==> src/rtl/core/tgbp_pkg.sv <==
// Package: shared types and the grille cell-to-pass mapping for the block permuter.
package tgbp_pkg;

  localparam int BlockBits = 64;
  localparam int IdxBits   = 6;
  localparam int KeyBits   = 32;
  localparam int SubBits   = 3;
  localparam int SubCount  = 8;
  localparam int PassCount = 4;
  localparam int RankBits  = 4;

  typedef logic [IdxBits-1:0]                 idx_t;
  typedef logic [BlockBits-1:0][IdxBits-1:0]  table_t;
  typedef logic [BlockBits-1:0][SubCount-1:0] cand_t;
  typedef logic [KeyBits-1:0]                 key_t;
  typedef logic [1:0]                         pass_t;

  localparam logic [1:0] QuadUL = 2'b00;
  localparam logic [1:0] QuadUR = 2'b01;
  localparam logic [1:0] QuadLR = 2'b11;
  localparam logic [1:0] QuadLL = 2'b10;

  localparam logic CmdEncrypt = 1'b0;
  localparam logic CmdDecrypt = 1'b1;

  // Pass in which grid cell g gets marked: undo the quarter turn to find the
  // quadrant cell, then p = (t - q) mod 4.
  function automatic pass_t cell_pass(input key_t key, input idx_t g);
    logic [2:0] row;
    logic [2:0] col;
    logic [1:0] r;
    logic [1:0] c;
    logic [1:0] t;
    logic [1:0] q;
    row = g[5:3];
    col = g[2:0];
    case ({row[2], col[2]})
      QuadUL: begin
        t = 2'd0; r = row[1:0];  c = col[1:0];
      end
      QuadUR: begin
        t = 2'd1; r = ~col[1:0]; c = row[1:0];
      end
      QuadLR: begin
        t = 2'd2; r = ~row[1:0]; c = ~col[1:0];
      end
      default: begin
        t = 2'd3; r = col[1:0];  c = ~row[1:0];
      end
    endcase
    q = key[{r, c, 1'b0} +: 2];
    return pass_t'(t - q);
  endfunction

endpackage

==> src/rtl/core/turning_grille_block_permuter.sv <==
// Top level of the turning-grille 64-bit block permuter.
//
//   channel  direction  handshake              payload
//   cfg      in         cfg_valid/cfg_ready    cipher_key[31:0]
//   in       in         in_valid/in_ready      command, data_block[63:0]
//   out      out        out_valid/out_ready    result_block[63:0]
//
// One transaction per cycle while the table is built and the output is not stalled; each input
// transaction is registered in the input, low-bit select and output registers in turn.
// After reset and after every key write the table sweep runs over all 64 grid cells, one grid
// cell per cycle, with in_ready low; cfg is always ready.
// A stalled output backs up through the three stages; nothing is dropped or repeated.
module turning_grille_block_permuter (
  input  logic                             clk,
  input  logic                             rst,
  input  logic                             cfg_valid,
  output logic                             cfg_ready,
  input  tgbp_pkg::key_t                   cipher_key,
  input  logic                             in_valid,
  output logic                             in_ready,
  input  logic                             command,
  input  logic [tgbp_pkg::BlockBits-1:0]   data_block,
  output logic                             out_valid,
  input  logic                             out_ready,
  output logic [tgbp_pkg::BlockBits-1:0]   result_block
);

  logic             built;
  tgbp_pkg::table_t fwd_tbl;
  tgbp_pkg::table_t inv_tbl;

  assign cfg_ready = 1'b1;

  tgbp_table u_table (
    .clk       (clk),
    .rst       (rst),
    .cfg_write (cfg_valid && cfg_ready),
    .cfg_key   (cipher_key),
    .built     (built),
    .fwd_tbl   (fwd_tbl),
    .inv_tbl   (inv_tbl)
  );

  tgbp_datapath u_datapath (
    .clk          (clk),
    .rst          (rst),
    .enable       (built),
    .fwd_tbl      (fwd_tbl),
    .inv_tbl      (inv_tbl),
    .in_valid     (in_valid),
    .in_ready     (in_ready),
    .command      (command),
    .data_block   (data_block),
    .out_valid    (out_valid),
    .out_ready    (out_ready),
    .result_block (result_block)
  );

endmodule

==> src/rtl/core/tgbp_table.sv <==
// Key register and sweep that builds the forward and inverse position tables.
module tgbp_table (
  input  logic              clk,
  input  logic              rst,
  input  logic              cfg_write,
  input  tgbp_pkg::key_t    cfg_key,
  output logic              built,
  output tgbp_pkg::table_t  fwd_tbl,
  output tgbp_pkg::table_t  inv_tbl
);

  typedef enum logic {ST_BUILD, ST_RUN} state_t;

  state_t                                  state;
  tgbp_pkg::key_t                          key;
  tgbp_pkg::idx_t                          cell_cnt;
  logic [tgbp_pkg::PassCount-1:0][tgbp_pkg::RankBits-1:0] pass_cnt;

  tgbp_pkg::pass_t cur_pass;
  tgbp_pkg::idx_t  cur_idx;

  assign cur_pass = tgbp_pkg::cell_pass(key, cell_cnt);
  assign cur_idx  = {cur_pass, pass_cnt[cur_pass]};
  assign built    = (state == ST_RUN);

  always_ff @(posedge clk) begin
    if (rst) begin
      state    <= ST_BUILD;
      key      <= '0;
      cell_cnt <= '0;
      pass_cnt <= '0;
    end else if (cfg_write) begin
      state    <= ST_BUILD;
      key      <= cfg_key;
      cell_cnt <= '0;
      pass_cnt <= '0;
    end else begin
      case (state)
        ST_BUILD: begin
          pass_cnt[cur_pass] <= pass_cnt[cur_pass] + 1'b1;
          cell_cnt           <= cell_cnt + 1'b1;
          if (cell_cnt == tgbp_pkg::idx_t'(tgbp_pkg::BlockBits - 1)) begin
            state <= ST_RUN;
          end
        end
        default: begin
          state <= ST_RUN;
        end
      endcase
    end
  end

  // fwd: grid cell -> source bit for encrypt; inv: table slot -> grid cell
  always_ff @(posedge clk) begin
    if (state == ST_BUILD && !cfg_write) begin
      fwd_tbl[cell_cnt] <= cur_idx;
      inv_tbl[cur_idx]  <= cell_cnt;
    end
  end

endmodule

==> src/rtl/core/tgbp_datapath.sv <==
// Three-stage bit-select pipeline: input register, low-bit select, high-bit select.
module tgbp_datapath (
  input  logic                                clk,
  input  logic                                rst,
  input  logic                                enable,
  input  tgbp_pkg::table_t                    fwd_tbl,
  input  tgbp_pkg::table_t                    inv_tbl,
  input  logic                                in_valid,
  output logic                                in_ready,
  input  logic                                command,
  input  logic [tgbp_pkg::BlockBits-1:0]      data_block,
  output logic                                out_valid,
  input  logic                                out_ready,
  output logic [tgbp_pkg::BlockBits-1:0]      result_block
);

  logic                               v1, v2, v3;
  logic                               rdy1, rdy2, rdy3;
  logic                               cmd1, cmd2;
  logic [tgbp_pkg::BlockBits-1:0]     data1;
  tgbp_pkg::cand_t                    cand2;
  tgbp_pkg::cand_t                    cand_next;
  logic [tgbp_pkg::BlockBits-1:0]     result_next;
  tgbp_pkg::idx_t                     sel1 [tgbp_pkg::BlockBits];
  tgbp_pkg::idx_t                     sel2 [tgbp_pkg::BlockBits];

  assign rdy3     = !v3 || out_ready;
  assign rdy2     = !v2 || rdy3;
  assign rdy1     = !v1 || rdy2;
  assign in_ready = enable && rdy1;

  always_comb begin
    for (int g = 0; g < tgbp_pkg::BlockBits; g++) begin
      sel1[g] = (cmd1 == tgbp_pkg::CmdDecrypt) ? inv_tbl[g] : fwd_tbl[g];
      sel2[g] = (cmd2 == tgbp_pkg::CmdDecrypt) ? inv_tbl[g] : fwd_tbl[g];
      for (int h = 0; h < tgbp_pkg::SubCount; h++) begin
        cand_next[g][h] = data1[{h[tgbp_pkg::SubBits-1:0],
                                 sel1[g][tgbp_pkg::SubBits-1:0]}];
      end
      result_next[g] = cand2[g][sel2[g][tgbp_pkg::IdxBits-1:tgbp_pkg::SubBits]];
    end
  end

  always_ff @(posedge clk) begin
    if (rst) begin
      v1 <= 1'b0;
      v2 <= 1'b0;
      v3 <= 1'b0;
    end else begin
      if (rdy1) v1 <= in_valid && in_ready;
      if (rdy2) v2 <= v1;
      if (rdy3) v3 <= v2;
    end
  end

  always_ff @(posedge clk) begin
    if (rdy1 && in_valid && in_ready) begin
      cmd1  <= command;
      data1 <= data_block;
    end
    if (rdy2 && v1) begin
      cmd2  <= cmd1;
      cand2 <= cand_next;
    end
    if (rdy3 && v2) begin
      result_block <= result_next;
    end
  end

  assign out_valid = v3;

endmodule

==> config.mk <==
export PLATFORM = sky130hd
export DESIGN_NAME = turning_grille_block_permuter
export DESIGN_NICKNAME = d
export VERILOG_FILES = /design/src/rtl/core/tgbp_pkg.sv /design/src/rtl/core/turning_grille_block_permuter.sv /design/src/rtl/core/tgbp_table.sv /design/src/rtl/core/tgbp_datapath.sv
export SDC_FILE = /design/constraint.sdc
export NUM_CORES = 2
export LEC_CHECK = 0
export BUFFER_PORTS_ARGS = -buffer_cell sky130_fd_sc_hd__buf_2
export CAP_MARGIN = 10
export CORE_MARGIN = 2
export CORE_UTILIZATION = 55
export CTS_CLUSTER_SIZE = 30
export DETAILED_ROUTE_END_ITERATION = 12
export HOLD_SLACK_MARGIN = 0.12
export PLACE_DENSITY = 0.72
export SLEW_MARGIN = 5
export SYNTH_ARGS = -nofsm -noshare
export SYNTH_HDL_FRONTEND = slang
export SYNTH_SLANG_ARGS = --single-unit
==> constraint.sdc <==
create_clock -name clk -period 56.6 [get_ports clk]
set_clock_uncertainty 0.05 [all_clocks]
set_input_delay 14.15 -clock clk [delete_from_list [all_inputs] [get_ports clk]]
set_output_delay 14.15 -clock clk [all_outputs]
set_load 0.01 [all_outputs]
## Word-level counts from Yosys, hierarchy flattened

Cells that the tools add are included.

- Bits in registers: 1468
- Input bits: 102
- Output and inout port bits: 67
- Word-level logic and storage cells: 2113

- Add/sub/neg operators: 3
- $lt $le $gt $ge: 582
- Eq/ne operators: 3
- Shifts and indexed selects: 1
- Mux-type cells: 1296
- Bitwise operators: 3
- Reductions and logical operators: 19

Operator list:

| cell | number |
|---|---|
| $lt 6x7->1 const B | 258 |
| $bmux 1 s3 | 576 |
| $lt 5x7->1 const B | 128 |
| $bwmux 384 | 2 |
| $mux 1 | 578 |
| $lt 3x7->1 const B | 64 |
| $lt 4x7->1 const B | 64 |
| $mux 6 | 66 |
| $lt 3x4->1 const B | 64 |
| $mux 3 | 64 |
| $demux 6 s6 | 2 |
| $shiftx 32x6->2 | 1 |
| $pmux 2 s3 | 3 |
| $bwmux 16 | 1 |
| $ge 6x1->1 const B | 2 |
| $logic_and 1x1->1 | 10 |
| $bmux 4 s2 | 1 |
| $demux 4 s2 | 1 |
| $mux 4 | 2 |
| $add 6x1->6 const B | 1 |
| $eq 6x6->1 const B | 1 |
| $add 4x1->4 const B | 1 |
| $logic_not 1->1 | 4 |
| $not 2->2 | 2 |
| other kinds (9) | 11 |

## Logic depth before layout (Yosys ltp)

- Word-level depth: 11
- Mapped depth: 21
- Gate-level depth less buffers: 17

## Cells and area by module

Synthesis repeated with hierarchy kept, for this count alone.

- Cell total of the unflattened synthesis: 11438
- Area, all modules: 106622.3 um^2

By module, submodules not included:

| module | instances | cells an instance | area each (um^2) | seq. area each (um^2) |
|---|---|---|---|---|
| tgbp_datapath | 1 | 10171 | 79862.8 | 19338.5 |
| tgbp_table | 1 | 1265 | 26748.2 | 24163.2 |
| turning_grille_block_permuter | 1 | 2 | 11.3 | 0.0 |

## Least setup slack after synthesis

No wires, ideal clock.

- Kind: input-to-reg
- From: input port out_ready
- To: register u_datapath.cand2[0] (netlist name) (enable)
- Library setup time: 1464 ps
- Arrival time: 36980 ps
- Data required time: 55086 ps
- Slack: 18107 ps
- Stages on the path: 3
- Buffers on the path: 0
- Path through: nor2b_1 and2_1 nor2b_1

- Cells in the longest elaborated chain, start to end: 3

Ends and longest elaborated chain:

| element | line | source |
|---|---|---|
| from (decl) | turning_grille_block_permuter.sv:24 | `input logic out_ready,` |
| $logic_or 1x1->1 | tgbp_datapath.sv:27 | `assign rdy3 = !v3 \|\| out_ready;` |
| $logic_or 1x1->1 | tgbp_datapath.sv:28 | `assign rdy2 = !v2 \|\| rdy3;` |
| $logic_and 1x1->1 | tgbp_datapath.sv:61 | `if (rdy2 && v1) begin` |
| to (signal assigned) | tgbp_datapath.sv:63 | `cand2 <= cand_next;` |
| to (decl) | tgbp_datapath.sv:21 | `tgbp_pkg::cand_t cand2;` |

Every way passes these cells.
A chain may end at the register's enable or synchronous reset.

## Worst setup path after layout

- From: input port out_ready
- To: output port in_ready

- Cells in the longest elaborated chain, start to end: 4

Ends and longest elaborated chain:

| element | line | source |
|---|---|---|
| $logic_or 1x1->1 | tgbp_datapath.sv:27 |  |
| $logic_or 1x1->1 | tgbp_datapath.sv:28 |  |
| $logic_or 1x1->1 | tgbp_datapath.sv:29 | `assign rdy1 = !v1 \|\| rdy2;` |
| $logic_and 1x1->1 | tgbp_datapath.sv:30 | `assign in_ready = enable && rdy1;` |
| to (decl) | turning_grille_block_permuter.sv:20 | `output logic in_ready,` |

Every way passes these cells.

==> results <==
- The slowest cell on the critical path is sky130_fd_sc_hd__and2_1.
- The start-to-end type of the worst setup path is primary input to output port.
- The count of different cell masters after synthesis is 56.
- The initial antenna violation count was 41.
- The via count of the first global-routing pass came to 54700.
- The final critical path takes up 51.8% of the cycle.
- The maximum VDD drop is 0.0361 mV.
- The via count is 56900.
- The flow ran to the end, and the final reports show no timing, DRC or antenna violations.
- The signal on the critical path passes through buf_2, nor2b_1, and2_1, a21boi_0, buf_2.
- The final instance count without filler cells is 6889.
- The post-layout instance area is 94200 µm².
- The leakage power total is 0.0308 µW.
- Combinational logic is responsible for 3.0% of the overall power.
- The leading register cell type out of synthesis is sky130_fd_sc_hd__edfxtp_1.
- The maximum count of clock buffers along a single path is 3.
- The number of synthesized register bits is 1468.
- Once the floorplan was initialized, standard cells occupied 55.3% of the core.
- Dividing the detail-routed wire length by the instance count gives 46.8 µm.
- The total count of hold-check failures in the final report came to 0.
- Dividing total power by cell area gives a power density of 25.5 nW/µm².
- The routability congestion estimate from global placement is 0.863.
- Synthesis produced a netlist whose cell count is 4694.
- The design internal power is 1880 µW.
- The most repeated library cell on the critical path is sky130_fd_sc_hd__buf_2.
- Entering global routing, the biggest net connects 117 pins.
- The post-detailed-route count of antenna-violating nets is 0.
- Leaving out fill and tap cells, the most frequent cells in the layout are sky130_fd_sc_hd__edfxtp_1, sky130_fd_sc_hd__mux4_2, sky130_fd_sc_hd__mux2_2.
- The first global-routing pass estimated 439 mm of wire.
- Summed over all failing endpoints, the final setup total negative slack is 0 ns.
- The final count of pins violating max slew was 0.
- Total power for the finished layout comes to 2400 µW.
- The cell count after placement is 6549.
- Cells with a size suffix above 1 make up 53.3% of the layout.
- For this design the top-level I/O count stands at 169.
- Measured along the y axis, the die boundary spans 397 µm.
- The clock network power share is 47.3%.
- The final layout net count is 4779.
- After floorplanning, the core was sized to cover 154000 µm².
- The floorplan row count is 144.
- The master cell of the clock root buffer is sky130_fd_sc_hd__clkbuf_16.
- The critical-path maximum fanout is 4.
- The worst pin sits at a relative slew slack of 10.1%.
- The number of max-cap violations is 0.
- After clock tree synthesis, the clock-pin slew on the worst setup and hold paths is 0.06 ns.
- The first TritonRoute pass finished after 7 iterations.
- The routed design could run at a clock period as short as 29.30 ns.
- Summed over all layers, the routed wires come to 322 mm.
- Leaving out fill and tap cells, the most frequent cell in the layout is sky130_fd_sc_hd__edfxtp_1.
- The total setup buffers inserted after CTS is 0.
- Setup repair after global routing left no endpoint under its margin.
- From left edge to right edge, the die measures 397 µm.
- The HPWL after detailed placement is 158 mm.
- For this run, the register share of the synthesized area comes to 51.1%.
- Among cell families on the critical path, the largest total delay comes from simple AND/OR/NAND/NOR gates.
- The via density per instance is 8.26.
- The number of flops mapped to enable cells by yosys is 1410.
- The data required time of the critical path is 42.40 ns.
- The post-synthesis average cell area is 18.1 µm².
- Global routing finished with a remaining overflow of 0.
- The relative contribution of sequential cells to total power is 49.7%.
- The highest cell delay on the worst timing path is 0.28 ns.
- In this run switching power makes up 21.8% of total power.
- The clock network latency to the later pin of the worst-skew pair is 0.83 ns.
- The die footprint is 158000 µm².
- The filler cells instantiated in the layout total 10900.
- The number of remaining DRC errors is 0.
- The total routing usage reported by global routing is 40.8%.
- The port buffer count is 167.
- The tree built by TritonCTS fans out to 1468 sinks.
- The share of synthesized flip-flops with an asynchronous set or reset is 0%.
- For this run, the top clock speed supported by timing is 34.1 MHz.
- STA classifies the critical path endpoint as an output port.
- The worst setup path is launched from a primary input.
- The analysis attributes to net switching a power of 523 µW.
- The number of nets produced by synthesis is 4802.
- The post-cts hold buffer count is 0.
- The final count of negative-setup-slack endpoints is 0.
- The type of the tightest min-delay check is flip-flop to flip-flop.
- The layout-stage area growth over the synthesis result is 10.8%.
- For this block, the initial DRC count from the detailed router was 12700.
- The placed instance area is 88500 µm².
- The TritonCTS buffer count is 164.
- Gates resized during post-CTS repair numbered 0.
- The Yosys step of the flow raised 0 warnings.
- The fraction of the core area covered by cells at the end of the flow is 61.3%.
- The critical path arrival is 15.10 ns.
- TritonCTS built the clock tree.
- The combined area of all synthesized cells is 85100 µm².
- For the pin with the worst max-slew slack, the measured transition is 1.35 ns.
- The count of buffer and inverter cells on the critical path is 2.
- The H-tree was split into 4 levels.
[layer usage]
metal	GRT usage, %	share of wire (%)
met1	52.7	32
met4	23.5	7.0
met2	57.9	43
met3	17.5	18
met5	0.182	0.086
[power by group through the flow]
stage          sequential, µW  clock (µW)  combinational, µW
2_1_floorplan            1220           0               33.4
3_3_place_gp             1220           0               67.7
3_5_place_dp             1220           0               68.4
4_1_cts                  1190        1140               68.7
5_1_grt                  1190        1180               71.8
6_report                 1190        1140               71.1
[stage by stage]
step / worst slack [ns] / hold slack, ns
global route: 27.23 / 0.424
CTS: 27.31 / 0.412
detailed placement: 27.32 / 0.401
finish: 27.30 / 0.419
global placement: 27.27 / 0.398
floorplan: 18.11 / 0.374
[worst reg2reg max path: stages, from the launching register on]
cell,delay [ns]
sky130_fd_sc_hd__dfxtp_4,0.44
sky130_fd_sc_hd__inv_1,0.52
sky130_fd_sc_hd__ha_1,0.55
sky130_fd_sc_hd__a21oi_1,0.13
sky130_fd_sc_hd__a21oi_1,0.78
sky130_fd_sc_hd__mux2_2,0.42
sky130_fd_sc_hd__o21ai_0,0.18
sky130_fd_sc_hd__o21ai_0,0.10
sky130_fd_sc_hd__nand2_1,0.08
sky130_fd_sc_hd__o21ai_0,0.13
sky130_fd_sc_hd__ha_1,0.25
sky130_fd_sc_hd__xnor2_1,0.39
sky130_fd_sc_hd__xor2_4,0.17
sky130_fd_sc_hd__buf_4,0.36
sky130_fd_sc_hd__mux4_4,0.81
sky130_fd_sc_hd__buf_4,0.88
sky130_fd_sc_hd__nand4_1,0.75
sky130_fd_sc_hd__buf_4,0.45
sky130_fd_sc_hd__nor2_1,0.75
[flip-flops by register name, indices dropped and copies added, names as in the netlist]
signal                   count
u_table.cell_cnt             6
u_table.built                1
u_datapath.v1                1
u_table.inv_tbl            384
u_datapath.out_valid         1
u_table.key                 32
u_datapath.result_block     64
u_table.fwd_tbl            384
u_datapath.cmd1              1
u_datapath.data1            64
u_datapath.cand2           512
u_table.pass_cnt            16
u_datapath.cmd2              1
u_datapath.v2                1
[path summary, 6_finish.rpt]
kind,depth (start not counted),from,endpoint,slack [ns]
setup / recovery,5,out_ready,in_ready,27.30
hold / removal,2,u_table.pass_cnt[8],u_table.pass_cnt[8],0.42
setup reg to reg,18,u_table.cell_cnt[5],u_table.inv_tbl[137],48.03
hold reg to reg,2,u_table.pass_cnt[8],u_table.pass_cnt[8],0.42
[layout make-up]
type,count,area (µm²),share of cell area (%)
sequential,1468,43500,46.2
timing repair buffer,471,3140,3.33
tap,2044,2560,2.71
clock inverter,105,1180,1.25
multi-input combinational,2553,39200,41.6
inverter,13,53.8,0.0571
clock buffer,200,4460,4.73
antenna,35,87.6,0.0929
[logic make-up (layout without fill, tap and decap cells)]
family / Yosys count / in the layout / share of synthesized area, %
mux: 2171 / 2171 / 43.4
flops: 1468 / 1468 / 51.1
buf+inv: 673 / 789 / 3.09
simple gates: 302 / 302 / 1.65
compound gates: 66 / 66 / 0.541
xor+xnor: 7 / 7 / 0.0809
fa+ha+maj: 6 / 6 / 0.0882
other cells: 1 / 36 / 0.00441
[synthesized netlist by cell type (5+ instances only)]
master,count,area (µm²)
sky130_fd_sc_hd__edfxtp_1,1410,42300
sky130_fd_sc_hd__nor2_4,8,90.1
sky130_fd_sc_hd__nor2_1,174,653
sky130_fd_sc_hd__nand3b_1,5,37.5
sky130_fd_sc_hd__nand3_1,12,60.1
sky130_fd_sc_hd__or3_1,13,81.3
sky130_fd_sc_hd__o21ai_0,18,90.1
sky130_fd_sc_hd__and2_1,5,31.3
sky130_fd_sc_hd__inv_1,12,45.0
sky130_fd_sc_hd__a21boi_0,9,67.6
sky130_fd_sc_hd__dfxtp_1,58,1160
sky130_fd_sc_hd__clkbuf_1,505,1900
sky130_fd_sc_hd__nor2b_1,10,62.6
sky130_fd_sc_hd__buf_2,52,260
sky130_fd_sc_hd__mux2_2,578,6510
sky130_fd_sc_hd__buf_1,97,364
sky130_fd_sc_hd__o211ai_1,8,60.1
sky130_fd_sc_hd__mux4_2,1156,26000
sky130_fd_sc_hd__nor3_1,8,40.0
sky130_fd_sc_hd__mux2i_1,434,4340
sky130_fd_sc_hd__a21oi_1,9,45.0
sky130_fd_sc_hd__a211oi_1,8,60.1
sky130_fd_sc_hd__nand2_1,40,150
sky130_fd_sc_hd__ha_1,6,75.1
(Power assumes the default switching activity.)
